`src/hw/rtl/dbrp_pkg.sv`:
```
// Shared types and codes for the record stream parser.
// No dependencies; imported by every module of the block.
package dbrp_pkg;

  localparam int unsigned ColDepth   = 16;
  localparam int unsigned ColIdxW    = 4;
  localparam int unsigned ColTotW    = 5;
  localparam int unsigned DefMaxCols = 16;
  localparam int unsigned DefMaxPay  = 65536;

  localparam logic [1:0] KIND_NULL = 2'd0;
  localparam logic [1:0] KIND_INT  = 2'd1;
  localparam logic [1:0] KIND_TEXT = 2'd2;
  localparam logic [1:0] KIND_BLOB = 2'd3;

  localparam logic [2:0] ERR_OK        = 3'd0;
  localparam logic [2:0] ERR_HEADER    = 3'd1;
  localparam logic [2:0] ERR_SERIAL    = 3'd2;
  localparam logic [2:0] ERR_TRUNC     = 3'd3;
  localparam logic [2:0] ERR_FLOAT     = 3'd4;
  localparam logic [2:0] ERR_TOO_MANY  = 3'd5;

  typedef enum logic [2:0] {
    CLS_NULL  = 3'd0,
    CLS_INT   = 3'd1,
    CLS_ZERO  = 3'd2,
    CLS_ONE   = 3'd3,
    CLS_TEXT  = 3'd4,
    CLS_BLOB  = 3'd5,
    CLS_FLOAT = 3'd6,
    CLS_RSVD  = 3'd7
  } cls_e;

  typedef struct packed {
    logic [ColIdxW-1:0] column;
    logic [1:0]         kind;
    logic signed [63:0] int_value;
    logic [7:0]         data_byte;
    logic               byte_valid;
    logic               value_done;
    logic               record_done;
    logic [2:0]         error_code;
  } result_t;

endpackage

```
`src/hw/rtl/db_record_stream_parser_top.sv`:
```
// Channel    Dir  Handshake               Payload
// in         in   in_valid_i/in_ready_o   payload_byte_i, last_byte_i
// out        out  out_valid_o/out_ready_i column_o .. error_code_o
//
// One payload byte a cycle through an input register into the decoder, when it
// does not stall; a result leaves through the registered result buffer.
// After the header and after each finished value that is not the last, the
// column walk visits every column it reaches (zero-length result, truncation or
// reserved-type error, or start of the next body), input held off. A text or blob
// body cut short by the last byte gives its error result after the byte's result.
// Results pass through a two-entry buffer; the decoder stalls while it is full.
// Reset returns to the start of a record.
// Depends on dbrp_pkg, dbrp_core, dbrp_coltab and dbrp_out_fifo.
module db_record_stream_parser_top import dbrp_pkg::*; #(
  parameter int unsigned MAX_COLUMNS       = DefMaxCols,
  parameter int unsigned MAX_PAYLOAD_BYTES = DefMaxPay
) (
  input  logic               clk_i,
  input  logic               rst_ni,
  input  logic               in_valid_i,
  output logic               in_ready_o,
  input  logic [7:0]         payload_byte_i,
  input  logic               last_byte_i,
  output logic               out_valid_o,
  input  logic               out_ready_i,
  output logic [3:0]         column_o,
  output logic [1:0]         kind_o,
  output logic signed [63:0] int_value_o,
  output logic [7:0]         data_byte_o,
  output logic               byte_valid_o,
  output logic               value_done_o,
  output logic               record_done_o,
  output logic [2:0]         error_code_o
);

  logic       in_vld_q;
  logic [7:0] in_byte_q;
  logic       in_last_q;
  logic       take, full, push;
  result_t    res, res_out;

  assign in_ready_o = ~in_vld_q | take;

  always_ff @(posedge clk_i or negedge rst_ni) begin
    if (!rst_ni) begin
      in_vld_q <= 1'b0;
    end else if (in_ready_o) begin
      in_vld_q <= in_valid_i;
    end
  end

  always_ff @(posedge clk_i) begin
    if (in_ready_o) begin
      in_byte_q <= payload_byte_i;
      in_last_q <= last_byte_i;
    end
  end

  dbrp_core #(
    .MAX_COLUMNS       (MAX_COLUMNS),
    .MAX_PAYLOAD_BYTES (MAX_PAYLOAD_BYTES)
  ) u_core (
    .clk_i,
    .rst_ni,
    .in_vld_i  (in_vld_q),
    .in_byte_i (in_byte_q),
    .in_last_i (in_last_q),
    .take_o    (take),
    .full_i    (full),
    .push_o    (push),
    .res_o     (res)
  );

  dbrp_out_fifo u_out (
    .clk_i,
    .rst_ni,
    .push_i  (push),
    .data_i  (res),
    .full_o  (full),
    .valid_o (out_valid_o),
    .ready_i (out_ready_i),
    .data_o  (res_out)
  );

  assign column_o      = res_out.column;
  assign kind_o        = res_out.kind;
  assign int_value_o   = res_out.int_value;
  assign data_byte_o   = res_out.data_byte;
  assign byte_valid_o  = res_out.byte_valid;
  assign value_done_o  = res_out.value_done;
  assign record_done_o = res_out.record_done;
  assign error_code_o  = res_out.error_code;

  a_err_closes: assert property (@(posedge clk_i) disable iff (!rst_ni)
    (out_valid_o && error_code_o != ERR_OK) |-> (record_done_o && !value_done_o))
    else $error("error result does not close the record");

  a_byte_kind: assert property (@(posedge clk_i) disable iff (!rst_ni)
    (out_valid_o && byte_valid_o) |-> (kind_o == KIND_TEXT || kind_o == KIND_BLOB))
    else $error("data byte on a non-text, non-blob result");

  a_no_push_full: assert property (@(posedge clk_i) disable iff (!rst_ni)
    push |-> !full)
    else $error("result pushed into a full buffer");

  a_take_needs_item: assert property (@(posedge clk_i) disable iff (!rst_ni)
    take |-> in_vld_q)
    else $error("decoder consumed an empty input register");

endmodule

```
`src/hw/rtl/dbrp_coltab.sv`:
```
// Column table: one entry per column, class and body length.
// Depends on dbrp_pkg.
module dbrp_coltab import dbrp_pkg::*; #(
  parameter int unsigned Width = 20
) (
  input  logic                 clk_i,
  input  logic                 we_i,
  input  logic [ColIdxW-1:0]   waddr_i,
  input  logic [Width-1:0]     wdata_i,
  input  logic [ColIdxW-1:0]   raddr_i,
  output logic [Width-1:0]     rdata_o
);

  logic [Width-1:0] mem_q [ColDepth];

  always_ff @(posedge clk_i) begin
    if (we_i) begin
      mem_q[waddr_i] <= wdata_i;
    end
  end

  assign rdata_o = mem_q[raddr_i];

endmodule

```
`src/hw/rtl/dbrp_out_fifo.sv`:
```
// Two-entry result buffer between the decoder and the output channel.
// Depends on dbrp_pkg.
module dbrp_out_fifo import dbrp_pkg::*; (
  input  logic    clk_i,
  input  logic    rst_ni,
  input  logic    push_i,
  input  result_t data_i,
  output logic    full_o,
  output logic    valid_o,
  input  logic    ready_i,
  output result_t data_o
);

  result_t    mem_q [2];
  logic       wr_q, rd_q;
  logic [1:0] cnt_q;
  logic       pop;

  assign pop     = valid_o & ready_i;
  assign valid_o = (cnt_q != 2'd0);
  assign full_o  = (cnt_q == 2'd2);
  assign data_o  = mem_q[rd_q];

  always_ff @(posedge clk_i) begin
    if (push_i) begin
      mem_q[wr_q] <= data_i;
    end
  end

  always_ff @(posedge clk_i or negedge rst_ni) begin
    if (!rst_ni) begin
      wr_q  <= 1'b0;
      rd_q  <= 1'b0;
      cnt_q <= 2'd0;
    end else begin
      if (push_i) wr_q <= ~wr_q;
      if (pop) rd_q <= ~rd_q;
      cnt_q <= cnt_q + 2'(push_i) - 2'(pop);
    end
  end

endmodule

```
`src/hw/rtl/dbrp_core.sv`:
```
// Record decoder: header varints, column walk and value bodies; at most one result
// a cycle. Depends on dbrp_pkg and dbrp_coltab.
module dbrp_core import dbrp_pkg::*; #(
  parameter int unsigned MAX_COLUMNS       = DefMaxCols,
  parameter int unsigned MAX_PAYLOAD_BYTES = DefMaxPay
) (
  input  logic    clk_i,
  input  logic    rst_ni,
  input  logic    in_vld_i,
  input  logic [7:0] in_byte_i,
  input  logic    in_last_i,
  output logic    take_o,
  input  logic    full_i,
  output logic    push_o,
  output result_t res_o
);

  localparam int unsigned PosW     = $clog2(MAX_PAYLOAD_BYTES + 2);
  localparam int unsigned EntW     = 3 + PosW;
  localparam int unsigned ColLimit = (MAX_COLUMNS < ColDepth) ? MAX_COLUMNS : ColDepth;
  localparam logic [63:0] MaxP64   = 64'(MAX_PAYLOAD_BYTES);
  localparam logic [PosW:0] MaxPW  = (PosW + 1)'(MAX_PAYLOAD_BYTES);
  localparam logic [ColTotW-1:0] LimitW = ColTotW'(ColLimit);

  typedef enum logic [3:0] {
    PH_HSIZE  = 4'b0001,
    PH_SERIAL = 4'b0010,
    PH_VALUE  = 4'b0100,
    PH_WAIT   = 4'b1000
  } phase_e;

  typedef enum logic [2:0] {
    M_RUN  = 3'b001,
    M_ADV  = 3'b010,
    M_FAIL = 3'b100
  } mode_e;

  phase_e phase_q, phase_d;
  mode_e  mode_q, mode_d;
  logic [PosW-1:0]    bp_q, bp_d, hl_q, hl_d, left_q, left_d;
  logic [63:0]        vacc_q, vacc_d, iacc_q, iacc_d;
  logic [3:0]         vcnt_q, vcnt_d;
  logic [ColTotW-1:0] total_q, total_d;
  logic [ColIdxW-1:0] col_q, col_d;
  logic               ended_q, ended_d;

  logic               tab_we;
  logic [EntW-1:0]    tab_wdata, tab_rdata;
  cls_e               rd_cls;
  logic [PosW-1:0]    rd_size;

  dbrp_coltab #(.Width(EntW)) u_coltab (
    .clk_i,
    .we_i    (tab_we),
    .waddr_i (total_q[ColIdxW-1:0]),
    .wdata_i (tab_wdata),
    .raddr_i (col_q),
    .rdata_o (tab_rdata)
  );

  assign rd_cls  = cls_e'(tab_rdata[EntW-1 -: 3]);
  assign rd_size = tab_rdata[PosW-1:0];

  always_comb begin
    logic [7:0]         b;
    logic               last;
    logic [PosW-1:0]    bp_inc;
    logic [63:0]        vnew;
    logic               vdone;
    logic               do_fin, fin_end;
    logic               quiet;
    logic               last_col;
    logic [PosW-1:0]    bl_new;
    logic [63:0]        acc, sx, len;
    cls_e               ncls;
    logic [PosW-1:0]    nsize;

    b       = in_byte_i;
    last    = in_last_i;
    bp_inc  = bp_q + PosW'(1);
    vnew    = (vcnt_q < 4'd8) ? {vacc_q[56:0], b[6:0]} : {vacc_q[55:0], b};
    vdone   = (vcnt_q < 4'd8) ? ~b[7] : 1'b1;
    last_col = ({1'b0, col_q} + ColTotW'(1)) >= total_q;
    bl_new  = left_q - PosW'(1);
    acc     = {iacc_q[55:0], b};
    do_fin  = 1'b0;
    fin_end = 1'b0;
    quiet   = 1'b0;

    // classify the serial type just completed
    len   = (vnew >> 1) - 64'd6;
    ncls  = CLS_RSVD;
    nsize = '0;
    if (vnew == 64'd0) begin
      ncls = CLS_NULL;
    end else if (vnew <= 64'd4) begin
      ncls = CLS_INT; nsize = PosW'(vnew[2:0]);
    end else if (vnew == 64'd5) begin
      ncls = CLS_INT; nsize = PosW'(6);
    end else if (vnew == 64'd6) begin
      ncls = CLS_INT; nsize = PosW'(8);
    end else if (vnew == 64'd7) begin
      ncls = CLS_FLOAT; nsize = PosW'(8);
    end else if (vnew == 64'd8) begin
      ncls = CLS_ZERO;
    end else if (vnew == 64'd9) begin
      ncls = CLS_ONE;
    end else if (vnew >= 64'd12) begin
      ncls  = vnew[0] ? CLS_TEXT : CLS_BLOB;
      nsize = (len > MaxP64) ? (PosW'(MAX_PAYLOAD_BYTES) + PosW'(1)) : len[PosW-1:0];
    end
    tab_wdata = {ncls, nsize};
    tab_we    = 1'b0;

    // sign-extend the finished integer
    case (rd_size[3:0])
      4'd1:    sx = {{56{acc[7]}}, acc[7:0]};
      4'd2:    sx = {{48{acc[15]}}, acc[15:0]};
      4'd3:    sx = {{40{acc[23]}}, acc[23:0]};
      4'd4:    sx = {{32{acc[31]}}, acc[31:0]};
      4'd6:    sx = {{16{acc[47]}}, acc[47:0]};
      default: sx = acc;
    endcase

    phase_d = phase_q; mode_d = mode_q; bp_d = bp_q; hl_d = hl_q; left_d = left_q;
    vacc_d = vacc_q; iacc_d = iacc_q; vcnt_d = vcnt_q; total_d = total_q;
    col_d = col_q; ended_d = ended_q;
    push_o = 1'b0;
    res_o  = '0;
    take_o = 1'b0;

    if (!full_i) begin
      case (mode_q)
        M_RUN: begin
          if (in_vld_i) begin
            take_o = 1'b1;
            case (phase_q)
              PH_HSIZE: begin
                bp_d = bp_inc;
                if (!vdone) begin
                  vacc_d = vnew;
                  vcnt_d = vcnt_q + 4'd1;
                  if (last) begin
                    res_o.error_code = ERR_HEADER; do_fin = 1'b1; fin_end = 1'b1;
                  end
                end else begin
                  vacc_d = '0;
                  vcnt_d = '0;
                  if (vnew < 64'(bp_inc) || vnew > MaxP64 || (last && vnew > 64'(bp_inc))) begin
                    res_o.error_code = ERR_HEADER; do_fin = 1'b1; fin_end = last;
                  end else begin
                    hl_d  = vnew[PosW-1:0];
                    col_d = '0;
                    if (vnew == 64'(bp_inc)) begin
                      // no columns: a single empty closing result
                      push_o = 1'b1; res_o.record_done = 1'b1;
                      do_fin = 1'b1; fin_end = last;
                    end else begin
                      phase_d = PH_SERIAL;
                    end
                  end
                end
              end
              PH_SERIAL: begin
                bp_d   = bp_inc;
                vacc_d = vnew;
                vcnt_d = vcnt_q + 4'd1;
                if (last && bp_inc < hl_q) begin
                  res_o.error_code = ERR_HEADER; do_fin = 1'b1; fin_end = 1'b1;
                end else if (vdone && total_q >= LimitW) begin
                  res_o.error_code = ERR_TOO_MANY; do_fin = 1'b1; fin_end = last;
                end else begin
                  if (vdone) begin
                    tab_we  = 1'b1;
                    total_d = total_q + ColTotW'(1);
                    vacc_d  = '0;
                    vcnt_d  = '0;
                  end
                  if (bp_inc >= hl_q) begin
                    if (!vdone) begin
                      res_o.error_code = ERR_SERIAL; do_fin = 1'b1; fin_end = last;
                    end else begin
                      col_d = '0; mode_d = M_ADV; ended_d = last; phase_d = PH_VALUE;
                    end
                  end
                end
              end
              PH_VALUE: begin
                bp_d   = bp_inc;
                left_d = bl_new;
                res_o.column = col_q;
                case (rd_cls)
                  CLS_INT: begin
                    iacc_d = acc;
                    if (bl_new == '0) begin
                      push_o = 1'b1;
                      res_o.kind = KIND_INT; res_o.int_value = sx;
                      res_o.value_done = 1'b1; res_o.record_done = last_col;
                      if (last_col) begin
                        do_fin = 1'b1; fin_end = last;
                      end else begin
                        col_d = col_q + ColIdxW'(1); mode_d = M_ADV; ended_d = last;
                      end
                    end else if (last) begin
                      res_o.error_code = ERR_TRUNC; do_fin = 1'b1; fin_end = 1'b1;
                    end
                  end
                  CLS_FLOAT: begin
                    if (bl_new == '0) begin
                      res_o.error_code = ERR_FLOAT; do_fin = 1'b1; fin_end = last;
                    end else if (last) begin
                      res_o.error_code = ERR_TRUNC; do_fin = 1'b1; fin_end = 1'b1;
                    end
                  end
                  default: begin
                    push_o = 1'b1;
                    res_o.kind = (rd_cls == CLS_TEXT) ? KIND_TEXT : KIND_BLOB;
                    res_o.data_byte = b; res_o.byte_valid = 1'b1;
                    if (bl_new == '0) begin
                      res_o.value_done = 1'b1; res_o.record_done = last_col;
                      if (last_col) begin
                        do_fin = 1'b1; fin_end = last;
                      end else begin
                        col_d = col_q + ColIdxW'(1); mode_d = M_ADV; ended_d = last;
                      end
                    end else if (last) begin
                      // byte stands, error follows from the fail mode
                      mode_d = M_FAIL;
                    end
                  end
                endcase
              end
              default: begin
                // drop trailing bytes silently up to the last one
                if (last) begin
                  do_fin = 1'b1; fin_end = 1'b1; quiet = 1'b1;
                end
              end
            endcase
            if (do_fin && !push_o && !quiet) begin
              push_o = 1'b1;
              res_o.record_done = 1'b1;
            end
          end
        end
        M_ADV: begin
          res_o.column = col_q;
          case (rd_cls)
            CLS_NULL, CLS_ZERO, CLS_ONE: begin
              push_o = 1'b1;
              res_o.kind = (rd_cls == CLS_NULL) ? KIND_NULL : KIND_INT;
              res_o.int_value = (rd_cls == CLS_ONE) ? 64'sd1 : 64'sd0;
              res_o.value_done = 1'b1; res_o.record_done = last_col;
            end
            CLS_RSVD: begin
              push_o = 1'b1; res_o.record_done = 1'b1; res_o.error_code = ERR_TRUNC;
              do_fin = 1'b1; fin_end = ended_q;
            end
            default: begin
              if ((rd_cls == CLS_TEXT || rd_cls == CLS_BLOB) && rd_size == '0) begin
                push_o = 1'b1;
                res_o.kind = (rd_cls == CLS_TEXT) ? KIND_TEXT : KIND_BLOB;
                res_o.value_done = 1'b1; res_o.record_done = last_col;
              end else if (({1'b0, rd_size} + {1'b0, bp_q}) > MaxPW || ended_q) begin
                push_o = 1'b1; res_o.record_done = 1'b1; res_o.error_code = ERR_TRUNC;
                do_fin = 1'b1; fin_end = ended_q;
              end else begin
                left_d = rd_size; iacc_d = '0; phase_d = PH_VALUE; mode_d = M_RUN;
              end
            end
          endcase
          if (res_o.value_done) begin
            if (last_col) begin
              do_fin = 1'b1; fin_end = ended_q;
            end else begin
              col_d = col_q + ColIdxW'(1);
            end
          end
        end
        default: begin
          push_o = 1'b1;
          res_o.column = col_q; res_o.record_done = 1'b1; res_o.error_code = ERR_TRUNC;
          do_fin = 1'b1; fin_end = 1'b1;
        end
      endcase
    end

    if (do_fin) begin
      mode_d = M_RUN;
      if (fin_end) begin
        phase_d = PH_HSIZE; bp_d = '0; hl_d = '0; vacc_d = '0; vcnt_d = '0;
        total_d = '0; col_d = '0; left_d = '0; iacc_d = '0;
      end else begin
        phase_d = PH_WAIT;
      end
    end
  end

  always_ff @(posedge clk_i or negedge rst_ni) begin
    if (!rst_ni) begin
      phase_q <= PH_HSIZE;
      mode_q  <= M_RUN;
      bp_q    <= '0;
      hl_q    <= '0;
      left_q  <= '0;
      vacc_q  <= '0;
      iacc_q  <= '0;
      vcnt_q  <= '0;
      total_q <= '0;
      col_q   <= '0;
      ended_q <= 1'b0;
    end else begin
      phase_q <= phase_d;
      mode_q  <= mode_d;
      bp_q    <= bp_d;
      hl_q    <= hl_d;
      left_q  <= left_d;
      vacc_q  <= vacc_d;
      iacc_q  <= iacc_d;
      vcnt_q  <= vcnt_d;
      total_q <= total_d;
      col_q   <= col_d;
      ended_q <= ended_d;
    end
  end

endmodule
```
`config.mk`:
```
export PLATFORM = sky130hd
export DESIGN_NAME = db_record_stream_parser_top
export DESIGN_NICKNAME = d
export VERILOG_FILES = /design/src/hw/rtl/dbrp_pkg.sv /design/src/hw/rtl/db_record_stream_parser_top.sv /design/src/hw/rtl/dbrp_coltab.sv /design/src/hw/rtl/dbrp_out_fifo.sv /design/src/hw/rtl/dbrp_core.sv
export SDC_FILE = /design/constraint.sdc
export NUM_CORES = 1
export LEC_CHECK = 0
export BUFFER_PORTS_ARGS = -buffer_cell sky130_fd_sc_hd__buf_2
export CORE_ASPECT_RATIO = 1.1
export CORE_MARGIN = 5
export CORE_UTILIZATION = 45
export CTS_BUF_LIST = sky130_fd_sc_hd__clkbuf_16
export DETAILED_ROUTE_END_ITERATION = 7
export PLACE_DENSITY = 0.7
export SYNTH_ARGS = -nofsm -noshare
export SYNTH_HDL_FRONTEND = slang
export SYNTH_SLANG_ARGS = --single-unit
```
`constraint.sdc`:
```
create_clock -name clk_i -period 10.1 [get_ports clk_i]
set_input_delay 2.525 -clock clk_i [delete_from_list [all_inputs] [get_ports clk_i]]
set_output_delay 2.525 -clock clk_i [all_outputs]
set_load 0.05 [all_outputs]
```
==> results.ini, run 1 <==
[clocking]
cts_hold_buf=0
cts_root_buf=clkbuf_16
cts_sinks=687
ctsLongestPathBuffers=3
htree_levels=3
cts_tree=built
clk_pin_slew_worst_paths_ns=0.07
post-cts-setup-buffers=0
numCtsBuffers=74
ctsResizeCount=0
clock_latency_ns=0.64

[synth]
syn-num-nets=2768
seq_area_frac_synth_pct=58.8
synth-edff-count=497
ys_ff_latch=687
syn_area_sq_mm=0.0335
synth_simple_gate_area_share_pct=12.2
post-synth-top-area-cell=edfxtp_1
synth_adder_area_share_pct=2.68
async_flop_share_pct=27.7
synth_warnings=0
synth_compound_gate_area_share_pct=11.1
synthFlopType=edfxtp_1
synthTopCellsByArea=edfxtp_1 45%, dfrtp_1 14%, mux4_2 5.0%
syn_inst=2684
synthMuxAreaShare_pct=10.1
synth_cell_types=87
synth_xor_xnor_area_share_pct=2.30
synth_top_area_share_pct=44.6
synth_top_family_by_area=simple AND/OR/NAND/NOR gates
synth_area_per_cell_sq_um=12.5

[min_path]
holdPathStages=1
hp-class=flip-flop to flip-flop
min_from=u_out.cnt_q[1]
hold_path_end=u_out.cnt_q[1]

[routing]
remaining_drc_errors=0
wl_met3_mm=6.32
topRoutingLayerUsed=met4
drt-initial-drc-count=2588
drtPass1Iterations=7
antenna_left=0
wl_per_cell_um=24.0
wl_met1_mm=36.8
totalWireLength_mm=90.4
routed-wl-met2_mm=44.2
vias_per_cell=6.17
via_count=23200

[finish]
antennaDiodeCount=0
final_cell_mix=497 x edfxtp_1, 278 x nor2_1, 191 x nand2_1
drive_gt1_share_pct=17.6
final_cell_area_sq_mm=0.0374
nNetsFinal=2834
final_common_cell=edfxtp_1
area_growth_syn_to_layout_pct=11.7

[critical_path]
start_kind=flip-flop
crit_chain=buf_4 > mux4_2 > a22oi_1 > nand2_1 > ha_1 > a21oi_1 > o21ai_0 > nor2_1 > o211ai_1 > or2_2 > a2111oi_0 > o31a_1 > a31oi_1 > a21o_1 > and2_4 > buf_4 > a211oi_1
reg2reg_to=u_core.hl_q[14]
r2r_start=u_core.col_q[0]
path_max_fanout=73
r2r_slack_ns=2.93
crit_top_cell=buf_4
max_stage_delay_ns=0.99
critPathSlowestCell=dfrtp_4
cp-end-kind=flip-flop
required_ns=10.61
path_class=flip-flop to flip-flop
rr_worst_depth=17
arrival_ns=7.68

[timing]
setup_viol=0
fin_crit_ns=7.17
fin_crit_sh_pct=71.0
timing_max_transition_violations_final=0
relSlewSlack_pct=10.6
fin_skew_ns=0.0261
hold_viol_final=0
fin_setup_tns_ns=0
rsz0062_at_grt=no
worst_pin_slew_ns=1.34
fmax_mhz=139

[global_route]
grt-ovfl-total=0
antenna_found_initial=0
grt_util_all_layers_pct=22.2
grt_pass1_wl_mm=139
grt_pass1_vias=23300
grt_max_degree=86

[floorplanning]
core_sq_mm=0.0735
die_w_um=270
top_level_ports=99
start_util_pct=45.5
die_h_um=296
rows=104
dieArea_sq_mm=0.0799

[placement]
placed_cell_area_sq_mm=0.0350
place.gp.congestion=0.928
hpwl_mm=59.3
place.port_buffers=98

[power_and_ir_drop]
peakVddDrop_uv=203
power_density_mw_per_mm2=280
p_leak_nw=14.0

[flow_run]
drv_cap=0

[status]
outcome=finished clean

synthesized netlist by cell type (29+ instances only):
cell	instances
a21oi_1	127
a22oi_1	146
buf_2	35
clkbuf_1	85
dfrtp_1	188
edfxtp_1	497
ha_1	70
inv_1	80
mux2_2	109
mux2i_1	45
mux4_2	74
nand2_1	192
nand3_1	41
nand4_1	29
nor2_1	291
nor3_1	55
nor4_1	31
o21ai_0	68
or3_1	30
xnor2_1	53
xor2_1	35
per-stage QoR:
step	utilization, %	hold WS (ns)	worst slack, ns	cells	power (W)
finish	50.9	0.526	2.93	3762	0.0105
global placement	47.6	0.491	2.94	3628	0.00772
detailed placement	47.6	0.516	2.87	3628	0.00780
global route	50.9	0.547	2.29	3762	0.0109
floorplan	-	0.455	1.28	2684	0.00671
CTS	50.9	0.530	2.84	3762	0.0105
metal layers:
layer  vias up  global-route usage (%)
met5         -                       0
met4         0                    7.71
met3       197                    3.42
met2      1054                    37.9
met1     11600                    29.2
li1      10300                       -
cells by family (layout without fill, tap and decap cells):
group / after synthesis / count (layout)
buf+inv: 226 / 350
simple gates: 835 / 835
fa+ha+maj: 71 / 71
compound gates: 547 / 547
xor+xnor: 88 / 88
flops: 687 / 687
mux: 230 / 230
final cells by class:
| class | count | area, sq um |
|---|---|---|
| fill | 6176 | 36100 |
| sequential | 687 | 19700 |
| multi-input combinational | 1771 | 13000 |
| clock buffer | 75 | 1880 |
| tap | 954 | 1190 |
| timing repair buffer | 136 | 797 |
| clock inverter | 59 | 520 |
| inverter | 80 | 300 |
state kept, by name, indices dropped and copies added, names as in the netlist, 2 cells and up:
name / flops
in_byte_q: 8
u_core.bp_q: 17
u_core.col_q: 4
u_core.hl_q: 17
u_core.iacc_q: 56
u_core.left_q: 17
u_core.mode_q: 3
u_core.phase_q: 4
u_core.total_q: 5
u_core.u_coltab.mem_q: 320
u_core.vacc_q: 57
u_core.vcnt_q: 4
u_out.cnt_q: 2
u_out.mem_q: 168
worst max-delay path by stage:
stage | start | end | cells past startpoint
2_1_floorplan | u_core.col_q[0] | u_out.mem_q[0][0] | 20
4_1_cts | u_core.col_q[0] | u_core.iacc_q[50] | 18
5_1_grt | u_core.col_q[0] | u_core.hl_q[14] | 17
3_3_place_gp | u_core.col_q[0] | u_core.vcnt_q[3] | 17
6_report | u_core.col_q[0] | u_core.hl_q[14] | 17
3_5_place_dp | u_core.col_q[0] | u_core.iacc_q[50] | 18
critical path, delay by kind of cell, from the launching register on:
| family | cells | cell delay (ns) |
|---|---|---|
| fa+ha+maj | 1 | 0.41 |
| buf+inv | 2 | 1.08 |
| mux | 1 | 0.57 |
| simple gates | 4 | 1.09 |
| flops | 1 | 0.99 |
| compound gates | 9 | 2.83 |
power by group:
part / switching [W] / internal [W]
Sequential: 0.000244 / 0.00378
Clock: 0.00115 / 0.00152
Combinational: 0.00277 / 0.000996
No activity file was read; power rests on OpenSTA's default activity.
==> run 2, diff against run 1 <==
--- a/config.mk
+++ b/config.mk
@@ -11,7 +11,7 @@
 export CORE_UTILIZATION = 45
 export CTS_BUF_LIST = sky130_fd_sc_hd__clkbuf_16
 export DETAILED_ROUTE_END_ITERATION = 7
-export PLACE_DENSITY = 0.7
+export PLACE_DENSITY = 0.72
 export SYNTH_ARGS = -nofsm -noshare
 export SYNTH_HDL_FRONTEND = slang
 export SYNTH_SLANG_ARGS = --single-unit
==> constraint.sdc (replaced) <==
create_clock -name clk_i -period 6.22 [get_ports clk_i]
set_input_delay 1.555 -clock clk_i [delete_from_list [all_inputs] [get_ports clk_i]]
set_output_delay 1.555 -clock clk_i [all_outputs]
set_load 0.05 [all_outputs]
==> run 2 against run 1 <==
Sequential cell count did not move. Via count up 1.3%. Die area is the same. Cell count up 2.1%. Global-route usage down 0.21 points. Critical path depth rose by 4. Largest power group unchanged. Highest routed layer unchanged.
==> results.ini, run 2 (synthesis results as in run 1) <==
[status]
outcome=finished clean  ; unchanged

[finish]
finish.utilization_pct=51.9  ; was 50.9%
largest_register=u_core.u_coltab.mem_q  ; unchanged
largestRegisters=u_core.u_coltab.mem_q x320, u_out.mem_q x168, u_core.vacc_q x57  ; unchanged
largest_register_ffs=320  ; unchanged
final_common_cell=edfxtp_1  ; unchanged
nNetsFinal=2908  ; was 2,834
drive_gt1_share_pct=20.1  ; was 17.6%
area_growth_syn_to_layout_pct=14.1  ; was 11.7%
final_cell_mix=497 x edfxtp_1, 277 x nor2_1, 192 x nand2_1  ; was 497 x edfxtp_1, 278 x nor2_1, 191 x nand2_1

[min_path]
hp-class=flip-flop to flip-flop  ; unchanged
min_from=u_core.phase_q[0]  ; was u_out.cnt_q[1]
hold_path_end=u_core.phase_q[0]  ; was u_out.cnt_q[1]
holdPathStages=2  ; was 1

[clocking]
cts_root_buf=clkbuf_16  ; unchanged
clock_latency_ns=0.64  ; about the same
cts_tree=built  ; unchanged
ctsLongestPathBuffers=3  ; unchanged
htree_levels=3  ; unchanged
numCtsBuffers=74  ; unchanged
cts_hold_buf=0  ; unchanged
cts_sinks=687  ; unchanged
clk_pin_slew_worst_paths_ns=0.07  ; about the same

[timing]
hold_slack_ns=0.528  ; was 0.526 ns
setup_viol=0  ; unchanged
fin_setup_tns_ns=0  ; unchanged
fmax_mhz=171  ; was 139 MHz
relSlewSlack_pct=8.86  ; was 10.6%
fin_crit_ns=5.85  ; was 7.17 ns
timing_max_transition_violations_final=0  ; unchanged
worst_pin_slew_ns=1.37  ; was 1.34 ns
fin_skew_ns=0.0329  ; was 0.0261 ns
fin_crit_sh_pct=94.1  ; was 71.0%
hold_viol_final=0  ; unchanged
rsz0062_at_grt=no  ; unchanged

[critical_path]
rr_worst_depth=21  ; was 17
cp-startpoint=u_core.bp_q[0]  ; was u_core.col_q[0]
cp-end-kind=flip-flop  ; unchanged
required_ns=6.52  ; was 10.61 ns
path_max_fanout=42  ; was 73
arrival_ns=6.15  ; was 7.68 ns
r2r_slack_ns=0.37  ; was 2.93 ns
r2r_start=u_core.bp_q[0]  ; was u_core.col_q[0]
path_class=flip-flop to flip-flop  ; unchanged
reg2reg_to=u_out.mem_q[0][73]  ; was u_core.hl_q[14]
start_kind=flip-flop  ; unchanged

[floorplanning]
die_h_um=296  ; unchanged
die_w_um=270  ; unchanged
top_level_ports=99  ; unchanged
rows=104  ; unchanged
start_util_pct=45.5  ; unchanged
core_sq_mm=0.0735  ; unchanged
dieArea_sq_mm=0.0799  ; unchanged

[global_route]
grt_util_all_layers_pct=22.0  ; was 22.2%
grt_max_degree=106  ; was 86
grt_pass1_wl_mm=139  ; about the same
grt_pass1_vias=23500  ; was 23,300
grt-ovfl-total=0  ; unchanged
antenna_found_initial=0  ; unchanged

[flow_run]
drv_cap=0  ; unchanged

[placement]
place.gp.congestion=0.980  ; was 0.928
hpwl_mm=60.3  ; was 59.3 mm
place.port_buffers=98  ; unchanged

[routing]
antenna_left=0  ; unchanged
wl_per_cell_um=23.5  ; was 24.0 um
drtPass1Iterations=7  ; unchanged
totalWireLength_mm=90.1  ; was 90.4 mm
drt-initial-drc-count=2906  ; was 2,588
via_count=23500  ; was 23,200
topRoutingLayerUsed=met4  ; unchanged
wl_met1_mm=36.6  ; was 36.8 mm
wl_met3_mm=6.51  ; was 6.32 mm
remaining_drc_errors=0  ; unchanged
routed-wl-met2_mm=44.2  ; about the same
vias_per_cell=6.12  ; was 6.17

[power_and_ir_drop]
power_density_mw_per_mm2=458  ; was 280 mW/mm^2
p_leak_nw=14.5  ; was 14.0 nW
peakVddDrop_uv=417  ; was 203 uV
power_w=0.0175  ; was 0.0105 W

[run 2: changes by cell type in the layout (fill, tap and decap cells not counted), moves of 2 or more]
cell	before	now
buf_12	1	15
buf_4	37	97
bufinv_16	6	8
clkinv_1	11	9
clkinv_16	2	4
clkinv_2	8	13
clkinv_8	3	1
diode_2	0	2
inv_1	101	93
inv_2	1	3
inv_6	2	5
nor2_2	0	13
nor2_4	13	1
[run 2: worst max-delay path, stage by stage (launching register included)]
cell and delay (ns):
dfrtp_1 0.49, ha_1 0.26, nand3_1 0.16, nor2_1 0.23, and3_1 0.26, and3_1 0.24, and3_1 0.22, and3_1 0.25
and3_1 0.19, xnor2_1 0.17, ha_1 0.30, nand2_1 0.10, nor3_1 0.06, a211o_1 0.29, a2111oi_0 0.72, buf_4 0.24
o41ai_1 0.08, nand3_1 0.19, o21bai_1 0.10, a21oi_1 0.39, nor2b_4 0.30, buf_12 0.26
[run 2: cell type report]
type                       count  area (sq um)
antenna                        2          5.00
clock buffer                  75          1880
clock inverter                62           642
fill                        6022         35300
inverter                      80           300
multi-input combinational   1771         12900
sequential                   687         19700
tap                          954          1190
timing repair buffer         210          1530
[run 2: worst max path at each step]
stage	to	slack (ns)	cells past startpoint
after floorplan	u_out.mem_q[0][0]	0.13	21
after global placement	u_out.mem_q[0][58]	0.53	21
after detailed placement	u_out.mem_q[0][16]	0.45	21
after CTS	u_out.mem_q[0][73]	0.38	21
after global routing	u_out.mem_q[0][73]	0.02	21
final	u_out.mem_q[0][73]	0.37	21
[run 2: timing repair]
| item | CTS | global route |
|---|---|---|
| resized for setup | 0 | 1 |
| setup buffers | 0 | 0 |
| endpoints found under the setup margin | 0 | 56 |
[run 2: per-stage QoR]
step	area (sq um)	setup WS, ns	instances
after detailed placement	35700	0.453	3702
final	38200	0.370	3841
after global routing	38200	0.0217	3839
after global placement	35700	0.526	3702
after CTS	38200	0.383	3839
after floorplan	33500	0.132	2684
[run 2: where the power goes]
group	internal, W	total [W]	switching [W]
clock network	0.00258	0.00449	0.00191
registers	0.00611	0.00654	0.000426
logic	0.00190	0.00647	0.00456
[run 2: layer usage]
| metal | global-route usage [%] | vias to the layer above |
|---|---|---|
| met2 | 37.2 | 1064 |
| met4 | 7.91 | 0 |
| li1 | - | 10400 |
| met3 | 3.84 | 173 |
| met5 | 0 | - |
| met1 | 28.9 | 11800 |
